==> src/hdl/asl_pkg.sv <==
// ----------------------------------------------------------------------------
// asl_pkg
// Shared types and constants for greedy activity selection (latest start first).
// ----------------------------------------------------------------------------
package asl_pkg;

	localparam int MAX_ACTIVITIES_DEF = 32;
	localparam int TIME_BITS_DEF      = 16;
	localparam int MAX_ACT_LIMIT      = 64;

	localparam int FIELD_TIME_W = 16;
	localparam int NUM_W        = 5;
	localparam int CMD_CNT_W    = $clog2(MAX_ACT_LIMIT + 1);
	localparam int CMD_DEPTH    = 2;

	typedef struct packed {
		logic [FIELD_TIME_W-1:0] start_time;
		logic [FIELD_TIME_W-1:0] finish_time;
		logic                    final_item;
	} item_t;

	typedef struct packed {
		logic [NUM_W-1:0] activity_number;
		logic             last_selected;
		logic             overflowed;
	} result_t;

	// run request handed from the loader to the selector
	typedef struct packed {
		logic [CMD_CNT_W-1:0] count;
		logic                 overflow;
	} cmd_t;

	typedef enum logic [2:0] {
		ST_IDLE,
		ST_SCAN,
		ST_DRAIN,
		ST_DECIDE,
		ST_EMIT_RD,
		ST_EMIT
	} back_state_t;

endpackage

==> src/hdl/activity_selection_latest_start.sv <==
// ----------------------------------------------------------------------------
// activity_selection_latest_start
// Greedy activity selection from the latest start: loads a set of activities,
// then emits the kept activity numbers in ascending start order.
// ----------------------------------------------------------------------------
// Channel  | Signals                 | Transfer
// ---------+-------------------------+-----------------------------------
// input    | start, busy, item       | edge with start high, busy low
// result   | strobe, result          | every cycle strobe is high
//
// The loader accepts one activity per cycle while busy is low. After the final
// item, the selector picks up the run request, then makes one pass over the
// time stores (scan, drain, decide) for each kept activity plus one empty pass,
// then reads each result from the stack and emits it.
// busy stays high from the final item until the last result has gone out.
// Reset clears counts and control; the stores need no clearing.
// Results cannot be held off by the receiver.
// ----------------------------------------------------------------------------
module activity_selection_latest_start #(
	parameter int MAX_ACTIVITIES = asl_pkg::MAX_ACTIVITIES_DEF,
	parameter int TIME_BITS      = asl_pkg::TIME_BITS_DEF
) (
	input  logic             clk,
	input  logic             arst_n,
	input  logic             start,
	output logic             busy,
	input  asl_pkg::item_t   item,
	output logic             strobe,
	output asl_pkg::result_t result
);
	import asl_pkg::*;

	localparam int IDX_W = (MAX_ACTIVITIES > 1) ? $clog2(MAX_ACTIVITIES) : 1;

	logic                 we;
	logic [IDX_W-1:0]     waddr;
	logic [TIME_BITS-1:0] wstart;
	logic [TIME_BITS-1:0] wfinish;
	logic                 push;
	cmd_t                 push_cmd;
	cmd_t                 pop_cmd;
	logic                 cmd_empty;
	logic                 cmd_pop;
	logic [IDX_W-1:0]     rd_addr;
	logic [TIME_BITS-1:0] rd_start;
	logic [TIME_BITS-1:0] rd_finish;
	logic                 back_active;

	assign busy = ~cmd_empty | back_active;

	asl_front #(
		.MAX_ACTIVITIES (MAX_ACTIVITIES),
		.TIME_BITS      (TIME_BITS)
	) u_front (
		.clk     (clk),
		.arst_n  (arst_n),
		.start   (start),
		.busy    (busy),
		.item    (item),
		.we      (we),
		.waddr   (waddr),
		.wstart  (wstart),
		.wfinish (wfinish),
		.push    (push),
		.cmd     (push_cmd)
	);

	asl_ram #(
		.WIDTH (TIME_BITS),
		.DEPTH (MAX_ACTIVITIES)
	) u_start_store (
		.clk   (clk),
		.we    (we),
		.waddr (waddr),
		.wdata (wstart),
		.raddr (rd_addr),
		.rdata (rd_start)
	);

	asl_ram #(
		.WIDTH (TIME_BITS),
		.DEPTH (MAX_ACTIVITIES)
	) u_finish_store (
		.clk   (clk),
		.we    (we),
		.waddr (waddr),
		.wdata (wfinish),
		.raddr (rd_addr),
		.rdata (rd_finish)
	);

	asl_cmd_fifo u_cmd_fifo (
		.clk       (clk),
		.arst_n    (arst_n),
		.push      (push),
		.push_data (push_cmd),
		.pop       (cmd_pop),
		.pop_data  (pop_cmd),
		.empty     (cmd_empty)
	);

	asl_back #(
		.MAX_ACTIVITIES (MAX_ACTIVITIES),
		.TIME_BITS      (TIME_BITS)
	) u_back (
		.clk       (clk),
		.arst_n    (arst_n),
		.cmd       (pop_cmd),
		.cmd_empty (cmd_empty),
		.cmd_pop   (cmd_pop),
		.rd_addr   (rd_addr),
		.rd_start  (rd_start),
		.rd_finish (rd_finish),
		.active    (back_active),
		.strobe    (strobe),
		.result    (result)
	);

endmodule

==> src/hdl/asl_ram.sv <==
// ----------------------------------------------------------------------------
// asl_ram
// Generic single-write, single-read RAM with registered read data.
// ----------------------------------------------------------------------------
module asl_ram #(
	parameter int WIDTH = 16,
	parameter int DEPTH = 32,
	localparam int AW   = (DEPTH > 1) ? $clog2(DEPTH) : 1
) (
	input  logic             clk,
	input  logic             we,
	input  logic [AW-1:0]    waddr,
	input  logic [WIDTH-1:0] wdata,
	input  logic [AW-1:0]    raddr,
	output logic [WIDTH-1:0] rdata
);

	logic [WIDTH-1:0] mem_q [DEPTH];

	always_ff @(posedge clk) begin
		if (we) begin
			mem_q[waddr] <= wdata;
		end
		rdata <= mem_q[raddr];
	end

endmodule

==> src/hdl/asl_front.sv <==
// ----------------------------------------------------------------------------
// asl_front
// Loader: takes activities, writes the time stores, tracks count and overflow,
// and posts a run request when the final item arrives.
// ----------------------------------------------------------------------------
module asl_front #(
	parameter int MAX_ACTIVITIES = 32,
	parameter int TIME_BITS      = 16,
	localparam int IDX_W         = (MAX_ACTIVITIES > 1) ? $clog2(MAX_ACTIVITIES) : 1,
	localparam int CNT_W         = $clog2(MAX_ACTIVITIES + 1)
) (
	input  logic                 clk,
	input  logic                 arst_n,
	input  logic                 start,
	input  logic                 busy,
	input  asl_pkg::item_t       item,
	output logic                 we,
	output logic [IDX_W-1:0]     waddr,
	output logic [TIME_BITS-1:0] wstart,
	output logic [TIME_BITS-1:0] wfinish,
	output logic                 push,
	output asl_pkg::cmd_t        cmd
);
	import asl_pkg::*;

	logic [CNT_W-1:0] count_q;
	logic             ovf_q;
	logic             accept;
	logic             has_room;
	logic [CNT_W-1:0] count_after;
	logic             ovf_after;

	assign accept      = start & ~busy;
	assign has_room    = (count_q < CNT_W'(MAX_ACTIVITIES));
	assign count_after = has_room ? count_q + CNT_W'(1) : count_q;
	assign ovf_after   = ovf_q | ~has_room;

	assign we      = accept & has_room;
	assign waddr   = count_q[IDX_W-1:0];
	assign wstart  = TIME_BITS'(item.start_time);
	assign wfinish = TIME_BITS'(item.finish_time);

	assign push         = accept & item.final_item;
	assign cmd.count    = CMD_CNT_W'(count_after);
	assign cmd.overflow = ovf_after;

	always_ff @(posedge clk or negedge arst_n) begin
		if (!arst_n) begin
			count_q <= '0;
			ovf_q   <= 1'b0;
		end else if (accept) begin
			if (item.final_item) begin
				count_q <= '0;
				ovf_q   <= 1'b0;
			end else begin
				count_q <= count_after;
				ovf_q   <= ovf_after;
			end
		end
	end

endmodule

==> src/hdl/asl_cmd_fifo.sv <==
// ----------------------------------------------------------------------------
// asl_cmd_fifo
// Two-entry queue of run requests between loader and selector.
// ----------------------------------------------------------------------------
module asl_cmd_fifo (
	input  logic          clk,
	input  logic          arst_n,
	input  logic          push,
	input  asl_pkg::cmd_t push_data,
	input  logic          pop,
	output asl_pkg::cmd_t pop_data,
	output logic          empty
);
	import asl_pkg::*;

	localparam int PW = $clog2(CMD_DEPTH);
	localparam int CW = $clog2(CMD_DEPTH + 1);

	cmd_t          mem_q [CMD_DEPTH];
	logic [PW-1:0] wptr_q;
	logic [PW-1:0] rptr_q;
	logic [CW-1:0] cnt_q;
	logic          full;
	logic          do_push;
	logic          do_pop;

	assign empty    = (cnt_q == '0);
	assign full     = (cnt_q == CW'(CMD_DEPTH));
	assign do_push  = push & ~full;
	assign do_pop   = pop & ~empty;
	assign pop_data = mem_q[rptr_q];

	always_ff @(posedge clk) begin
		if (do_push) begin
			mem_q[wptr_q] <= push_data;
		end
	end

	always_ff @(posedge clk or negedge arst_n) begin
		if (!arst_n) begin
			wptr_q <= '0;
			rptr_q <= '0;
			cnt_q  <= '0;
		end else begin
			if (do_push) begin
				wptr_q <= wptr_q + PW'(1);
			end
			if (do_pop) begin
				rptr_q <= rptr_q + PW'(1);
			end
			if (do_push && !do_pop) begin
				cnt_q <= cnt_q + CW'(1);
			end else if (do_pop && !do_push) begin
				cnt_q <= cnt_q - CW'(1);
			end
		end
	end

endmodule

==> src/hdl/asl_back.sv <==
// ----------------------------------------------------------------------------
// asl_back
// Selector: one pass over the stores per kept activity finds the next one in
// visit order that fits; kept numbers go on a stack and are emitted reversed.
// ----------------------------------------------------------------------------
module asl_back #(
	parameter int MAX_ACTIVITIES = 32,
	parameter int TIME_BITS      = 16,
	localparam int IDX_W         = (MAX_ACTIVITIES > 1) ? $clog2(MAX_ACTIVITIES) : 1,
	localparam int CNT_W         = $clog2(MAX_ACTIVITIES + 1)
) (
	input  logic                 clk,
	input  logic                 arst_n,
	input  asl_pkg::cmd_t        cmd,
	input  logic                 cmd_empty,
	output logic                 cmd_pop,
	output logic [IDX_W-1:0]     rd_addr,
	input  logic [TIME_BITS-1:0] rd_start,
	input  logic [TIME_BITS-1:0] rd_finish,
	output logic                 active,
	output logic                 strobe,
	output asl_pkg::result_t     result
);
	import asl_pkg::*;

	back_state_t state_q, state_nxt;

	logic [CNT_W-1:0]     n_q;
	logic                 ovf_q;
	logic                 first_q;
	logic [IDX_W-1:0]     scan_q;
	logic                 rd_vld_s1;
	logic [IDX_W-1:0]     rd_idx_s1;
	logic                 found_q;
	logic [IDX_W-1:0]     best_idx_q;
	logic [TIME_BITS-1:0] best_start_q;
	logic [IDX_W-1:0]     cur_idx_q;
	logic [TIME_BITS-1:0] cur_start_q;
	logic [CNT_W-1:0]     kept_q;
	logic [CNT_W-1:0]     top_ptr;
	logic                 last_issue;
	logic                 after_cur;
	logic                 elig;
	logic                 take;
	logic                 stk_we;
	logic [IDX_W-1:0]     stk_rdata;

	assign last_issue = (CNT_W'(scan_q) == n_q - CNT_W'(1));
	assign top_ptr    = kept_q - CNT_W'(1);

	// visit order: start descending, lower index first on equal start
	assign after_cur = (rd_start < cur_start_q) ||
	                   ((rd_start == cur_start_q) && (rd_idx_s1 > cur_idx_q));
	assign elig      = first_q || (after_cur && (rd_finish <= cur_start_q));
	assign take      = rd_vld_s1 && elig && (!found_q || (rd_start > best_start_q));

	asl_ram #(
		.WIDTH (IDX_W),
		.DEPTH (MAX_ACTIVITIES)
	) u_stack (
		.clk   (clk),
		.we    (stk_we),
		.waddr (kept_q[IDX_W-1:0]),
		.wdata (best_idx_q),
		.raddr (top_ptr[IDX_W-1:0]),
		.rdata (stk_rdata)
	);

	always_comb begin
		state_nxt = state_q;
		case (state_q)
			ST_IDLE: begin
				if (!cmd_empty) state_nxt = ST_SCAN;
			end
			ST_SCAN: begin
				if (last_issue) state_nxt = ST_DRAIN;
			end
			ST_DRAIN: begin
				state_nxt = ST_DECIDE;
			end
			ST_DECIDE: begin
				state_nxt = found_q ? ST_SCAN : ST_EMIT_RD;
			end
			ST_EMIT_RD: begin
				state_nxt = ST_EMIT;
			end
			ST_EMIT: begin
				state_nxt = (kept_q == CNT_W'(1)) ? ST_IDLE : ST_EMIT_RD;
			end
			default: begin
				state_nxt = ST_IDLE;
			end
		endcase
	end

	always_comb begin
		cmd_pop = 1'b0;
		stk_we  = 1'b0;
		strobe  = 1'b0;
		active  = 1'b1;
		case (state_q)
			ST_IDLE: begin
				cmd_pop = ~cmd_empty;
				active  = 1'b0;
			end
			ST_DECIDE: begin
				stk_we = found_q;
			end
			ST_EMIT: begin
				strobe = 1'b1;
			end
			default: begin
			end
		endcase
	end

	assign rd_addr                = scan_q;
	assign result.activity_number = NUM_W'(stk_rdata);
	assign result.last_selected   = (kept_q == CNT_W'(1));
	assign result.overflowed      = ovf_q;

	always_ff @(posedge clk or negedge arst_n) begin
		if (!arst_n) begin
			state_q   <= ST_IDLE;
			rd_vld_s1 <= 1'b0;
			scan_q    <= '0;
			kept_q    <= '0;
			found_q   <= 1'b0;
			first_q   <= 1'b0;
		end else begin
			state_q   <= state_nxt;
			rd_vld_s1 <= (state_q == ST_SCAN);
			case (state_q)
				ST_IDLE: begin
					if (!cmd_empty) begin
						scan_q  <= '0;
						kept_q  <= '0;
						found_q <= 1'b0;
						first_q <= 1'b1;
					end
				end
				ST_SCAN: begin
					scan_q <= scan_q + IDX_W'(1);
					if (take) found_q <= 1'b1;
				end
				ST_DRAIN: begin
					if (take) found_q <= 1'b1;
				end
				ST_DECIDE: begin
					if (found_q) begin
						kept_q  <= kept_q + CNT_W'(1);
						found_q <= 1'b0;
						first_q <= 1'b0;
						scan_q  <= '0;
					end
				end
				ST_EMIT: begin
					kept_q <= top_ptr;
				end
				default: begin
				end
			endcase
		end
	end

	always_ff @(posedge clk) begin
		rd_idx_s1 <= scan_q;
		if (cmd_pop) begin
			n_q   <= CNT_W'(cmd.count);
			ovf_q <= cmd.overflow;
		end
		if (take) begin
			best_idx_q   <= rd_idx_s1;
			best_start_q <= rd_start;
		end
		if (stk_we) begin
			cur_idx_q   <= best_idx_q;
			cur_start_q <= best_start_q;
		end
	end

endmodule

==> config.mk <==
export PLATFORM = sky130hd
export DESIGN_NAME = activity_selection_latest_start
export DESIGN_NICKNAME = d
export VERILOG_FILES = /design/src/hdl/asl_pkg.sv /design/src/hdl/activity_selection_latest_start.sv /design/src/hdl/asl_ram.sv /design/src/hdl/asl_front.sv /design/src/hdl/asl_cmd_fifo.sv /design/src/hdl/asl_back.sv
export SDC_FILE = /design/constraint.sdc
export NUM_CORES = 1
export LEC_CHECK = 0
export BUFFER_PORTS_ARGS = -buffer_cell sky130_fd_sc_hd__buf_2
export CAP_MARGIN = 20
export CELL_PAD_IN_SITES_DETAIL_PLACEMENT = 0
export CELL_PAD_IN_SITES_GLOBAL_PLACEMENT = 1
export CORE_ASPECT_RATIO = 0.6
export CORE_UTILIZATION = 46
export DETAILED_ROUTE_END_ITERATION = 6
export PLACE_DENSITY = 0.75
export SLEW_MARGIN = 40
export SYNTH_ARGS = -nofsm -noshare
export SYNTH_HDL_FRONTEND = slang
export SYNTH_SLANG_ARGS = --single-unit
==> constraint.sdc <==
create_clock -name clk -period 9.07 [get_ports clk]
set_clock_uncertainty 0.1 [all_clocks]
set_input_delay 0.4535 -clock clk [delete_from_list [all_inputs] [get_ports clk]]
set_output_delay 0.4535 -clock clk [all_outputs]
set_load 0.02 [all_outputs]
==> results.toml <==
[status]
run_status = "finished clean"

[logic_synthesis]
synth-compound-area-share = 0.01026
synth_fa_ha_area_frac = 0.01596
synth_top_family_by_area = "multiplexers"
synth_mux_area_frac = 0.1736
synth_seq_cells = 1317
synth_nets = 2359
synth_cell_types = 52
yosysSeqAreaShare = 0.7650
synth_ff_type = "edfxtp_1"
synthSimpleGateAreaFrac = 0.01819
synth-xor-area-share = 0.004124
yosysTopAreaCell = "edfxtp_1"
syn-cell-area_mm2 = 0.05097
ys_warn_count = 0
synth-async-reset-ratio = 0.02126
synth-edff-count = 1247
synth_area_leaders = "edfxtp_1 73%, mux4_2 16%, dfxtp_1 1.6%"
avgSynthCellArea_um2 = 22.57
netlist_instances = 2258
yosys.area.top_type_share = 0.7347

[sta]
tightest_slew_ps = 832.1
fin_crit_sh = 0.4135
hold-worst-slack_ps = 131.4
hold_violations = 0
final-setup-viol-count = 0
max_freq_mhz = 266.6
relSlewSlack = 0.4453
timing.final.ws_setup_ps = 5320
slew_violations = 0
fin_setup_tns_ps = 0
rsz0062_at_grt = "false"
fin_crit_ps = 3750

[setup_path]
critical_path_required_ps = 9320
critical_path.slowest_cell = "nor2_4"
path_cells = "nor3_1 > nand3_1 > nor2_1 > nand2_1 > nor2_4 > buf_4"
crit_buf_inv = 1
startpoint = "u_back.state_q[0]"
reg2reg_from = "u_back.state_q[0]"
startpoint_type = "flop"
critical_path_class = "reg2reg"
arrival_ps = 4000
slowest_delay_ps = 570
end_kind = "flop"
cp_max_fo = 24
critical-path-top-delay-family = "simple AND/OR/NAND/NOR gates"

[clocking]
cts.htree.levels = 3
cts-resized-gates = 0
clk_path_buf_depth = 3
clockRootBuffer = "clkbuf_16"
ctsHoldBuffers = 2
clk_pin_slew_ps = 70
post_cts_buffers = 0
cts_tree = "yes"
clock-sinks = 1317
clock_latency_ps = 730
cts_buffers = 112

[die]
rows = 94
core_area_mm2 = 0.1097
die_w_um = 431.7
die_area_mm2 = 0.1122
io_pins = 45
initial_core_util = 0.4644
die_y_um = 259.8

[place]
place_congestion = 0.7977
dp.cells = 3740
dp_hpwl_um = 67300
preCtsSetupSlack_ps = 5412
placed_area_mm2 = 0.05335
portBuffers = 44

[route]
routedWlPerCell_um = 29.20
drt-pass1-iter-count = 5
vias = 23568
drcViolationCount = 0
wl_um = 115600
viasPerCell = 5.955
dr.first_iter.drc_count = 2937
detail-route-antenna-nets = 0

[layout]
drive_above_1_share = 0.2986
final_nets = 2470
final_cells = 3958
final_area_mm2 = 0.05730
synthToLayoutAreaGrowth_pct = 12.43
fin_util = 0.5222

[grt]
grt_pass1_vias = 23807
track_usage = 0.2083
antenna_found_initial = 8
overflow = 0
grt_pass1_wl_um = 166900
grt_start_max_net_pins = 89

[power_and_ir_drop]
vdd_ir_drop_max_v = 0.0001635
p_total_mw = 12.24
cellLeakagePower_nw = 17.87
power_density_mw_per_mm2 = 213.7

[job]
maxCapViolCount = 0

[hold_path]
hp-start = "item[8]"
hold_path_class = "in2reg"
[path summary, 6_finish.rpt]
kind	end	slack, ps	cells past startpoint
min in group asynchronous	u_back.kept_q[3]	230	2
hold reg to reg	u_back.best_idx_q[4]	340	0
hold / removal	u_finish_store.mem_q[24][7]	130	1
max in group asynchronous	u_back.rd_addr[3]	8070	2
setup / recovery	u_finish_store.mem_q[4][8]	5320	6
setup reg to reg	u_finish_store.mem_q[4][8]	5320	6
[Yosys cell counts, types with 3 or more instances]
| master | instances |
|---|---|
| a21o_1 | 4 |
| a21oi_1 | 27 |
| a22o_1 | 7 |
| a31oi_1 | 6 |
| and3_1 | 5 |
| buf_1 | 8 |
| buf_2 | 28 |
| buf_6 | 3 |
| clkbuf_1 | 66 |
| dfrtp_1 | 28 |
| dfxtp_1 | 42 |
| edfxtp_1 | 1247 |
| ha_1 | 65 |
| inv_1 | 51 |
| mux2_2 | 45 |
| mux4_2 | 370 |
| nand2_1 | 35 |
| nand2b_1 | 5 |
| nand3_1 | 11 |
| nand3b_1 | 7 |
| nand4_1 | 12 |
| nor2_1 | 85 |
| nor2b_1 | 8 |
| nor3_1 | 8 |
| nor3b_1 | 3 |
| nor4_1 | 3 |
| o211ai_1 | 3 |
| o21ai_0 | 17 |
| o31ai_1 | 3 |
| or3_1 | 3 |
| or3b_2 | 4 |
| xnor2_1 | 16 |
| xor2_1 | 8 |
[sequential cells by signal (all words and copies together) (netlist names), 14 cells and up]
name / cells
u_cmd_fifo.mem_q: 14
u_finish_store.rdata: 16
u_start_store.rdata: 16
u_start_store.mem_q: 512
u_back.cur_start_q: 16
u_back.best_start_q: 16
u_back.u_stack.mem_q: 160
u_finish_store.mem_q: 512
[where the power goes]
part           internal, mW  total, mW  leakage, nW  switching (mW)
registers              6.66       6.70         11.9          0.0362
logic                 0.221      0.494         4.05           0.273
clock network          2.89       5.06         1.88            2.16
[layout make-up]
cell class | count | area [um^2]
antenna | 5 | 12.51
clock buffer | 147 | 3055
clock inverter | 63 | 824.5
fill | 8254 | 52430
inverter | 52 | 195.2
multi-input combinational | 783 | 11580
sequential | 1317 | 39000
tap | 1488 | 1862
timing repair buffer | 103 | 770.7
[cell families after synthesis]
group	Yosys count
simple gates	195
compound gates	83
xor+xnor	24
mux	416
flops	1317
buf+inv	158
fa+ha+maj	65
[metal layers]
layer / wire length [um] / up-vias / global-route usage
li1: - / 9692 / -
met1: 51130 / 12714 / 0.3132
met2: 50330 / 1023 / 0.2961
met3: 11680 / 135 / 0.06293
met4: 2037 / 4 / 0.05319
met5: 414 / - / 0.01261
[worst register-to-register path: stages (launching register included)]
cell	delay (ps)
dfrtp_1	520
nor3_1	410
nand3_1	330
nor2_1	350
nand2_1	530
nor2_4	570
buf_4	540
[placed cells by master, fill, tap and decap left out, types with 5 or more instances in the layout]
| master | n |
|---|---|
| ha_1 | 65 |
| nand3_1 | 11 |
| mux2_2 | 45 |
| clkbuf_16 | 113 |
| nand2b_1 | 5 |
| clkinv_1 | 13 |
| diode_2 | 5 |
| nor2_4 | 32 |
| bufinv_16 | 18 |
| nand4_1 | 12 |
| nand2_1 | 35 |
| edfxtp_1 | 1247 |
| buf_2 | 44 |
| and3_1 | 5 |
| buf_6 | 12 |
| buf_4 | 41 |
| o21ai_0 | 17 |
| clkbuf_1 | 24 |
| nor2b_1 | 8 |
| clkinv_2 | 17 |
| nand3b_1 | 7 |
| dfxtp_1 | 42 |
| clkinvlp_4 | 6 |
| dfrtp_1 | 22 |
| nor2_1 | 53 |
| nor3_1 | 7 |
| xnor2_1 | 16 |
| mux4_2 | 370 |
| clkbuf_8 | 10 |
| xor2_1 | 7 |
| a21oi_1 | 27 |
| a22o_1 | 7 |
| inv_1 | 51 |
| a31oi_1 | 6 |
No activity file was read; power rests on OpenSTA's default activity.
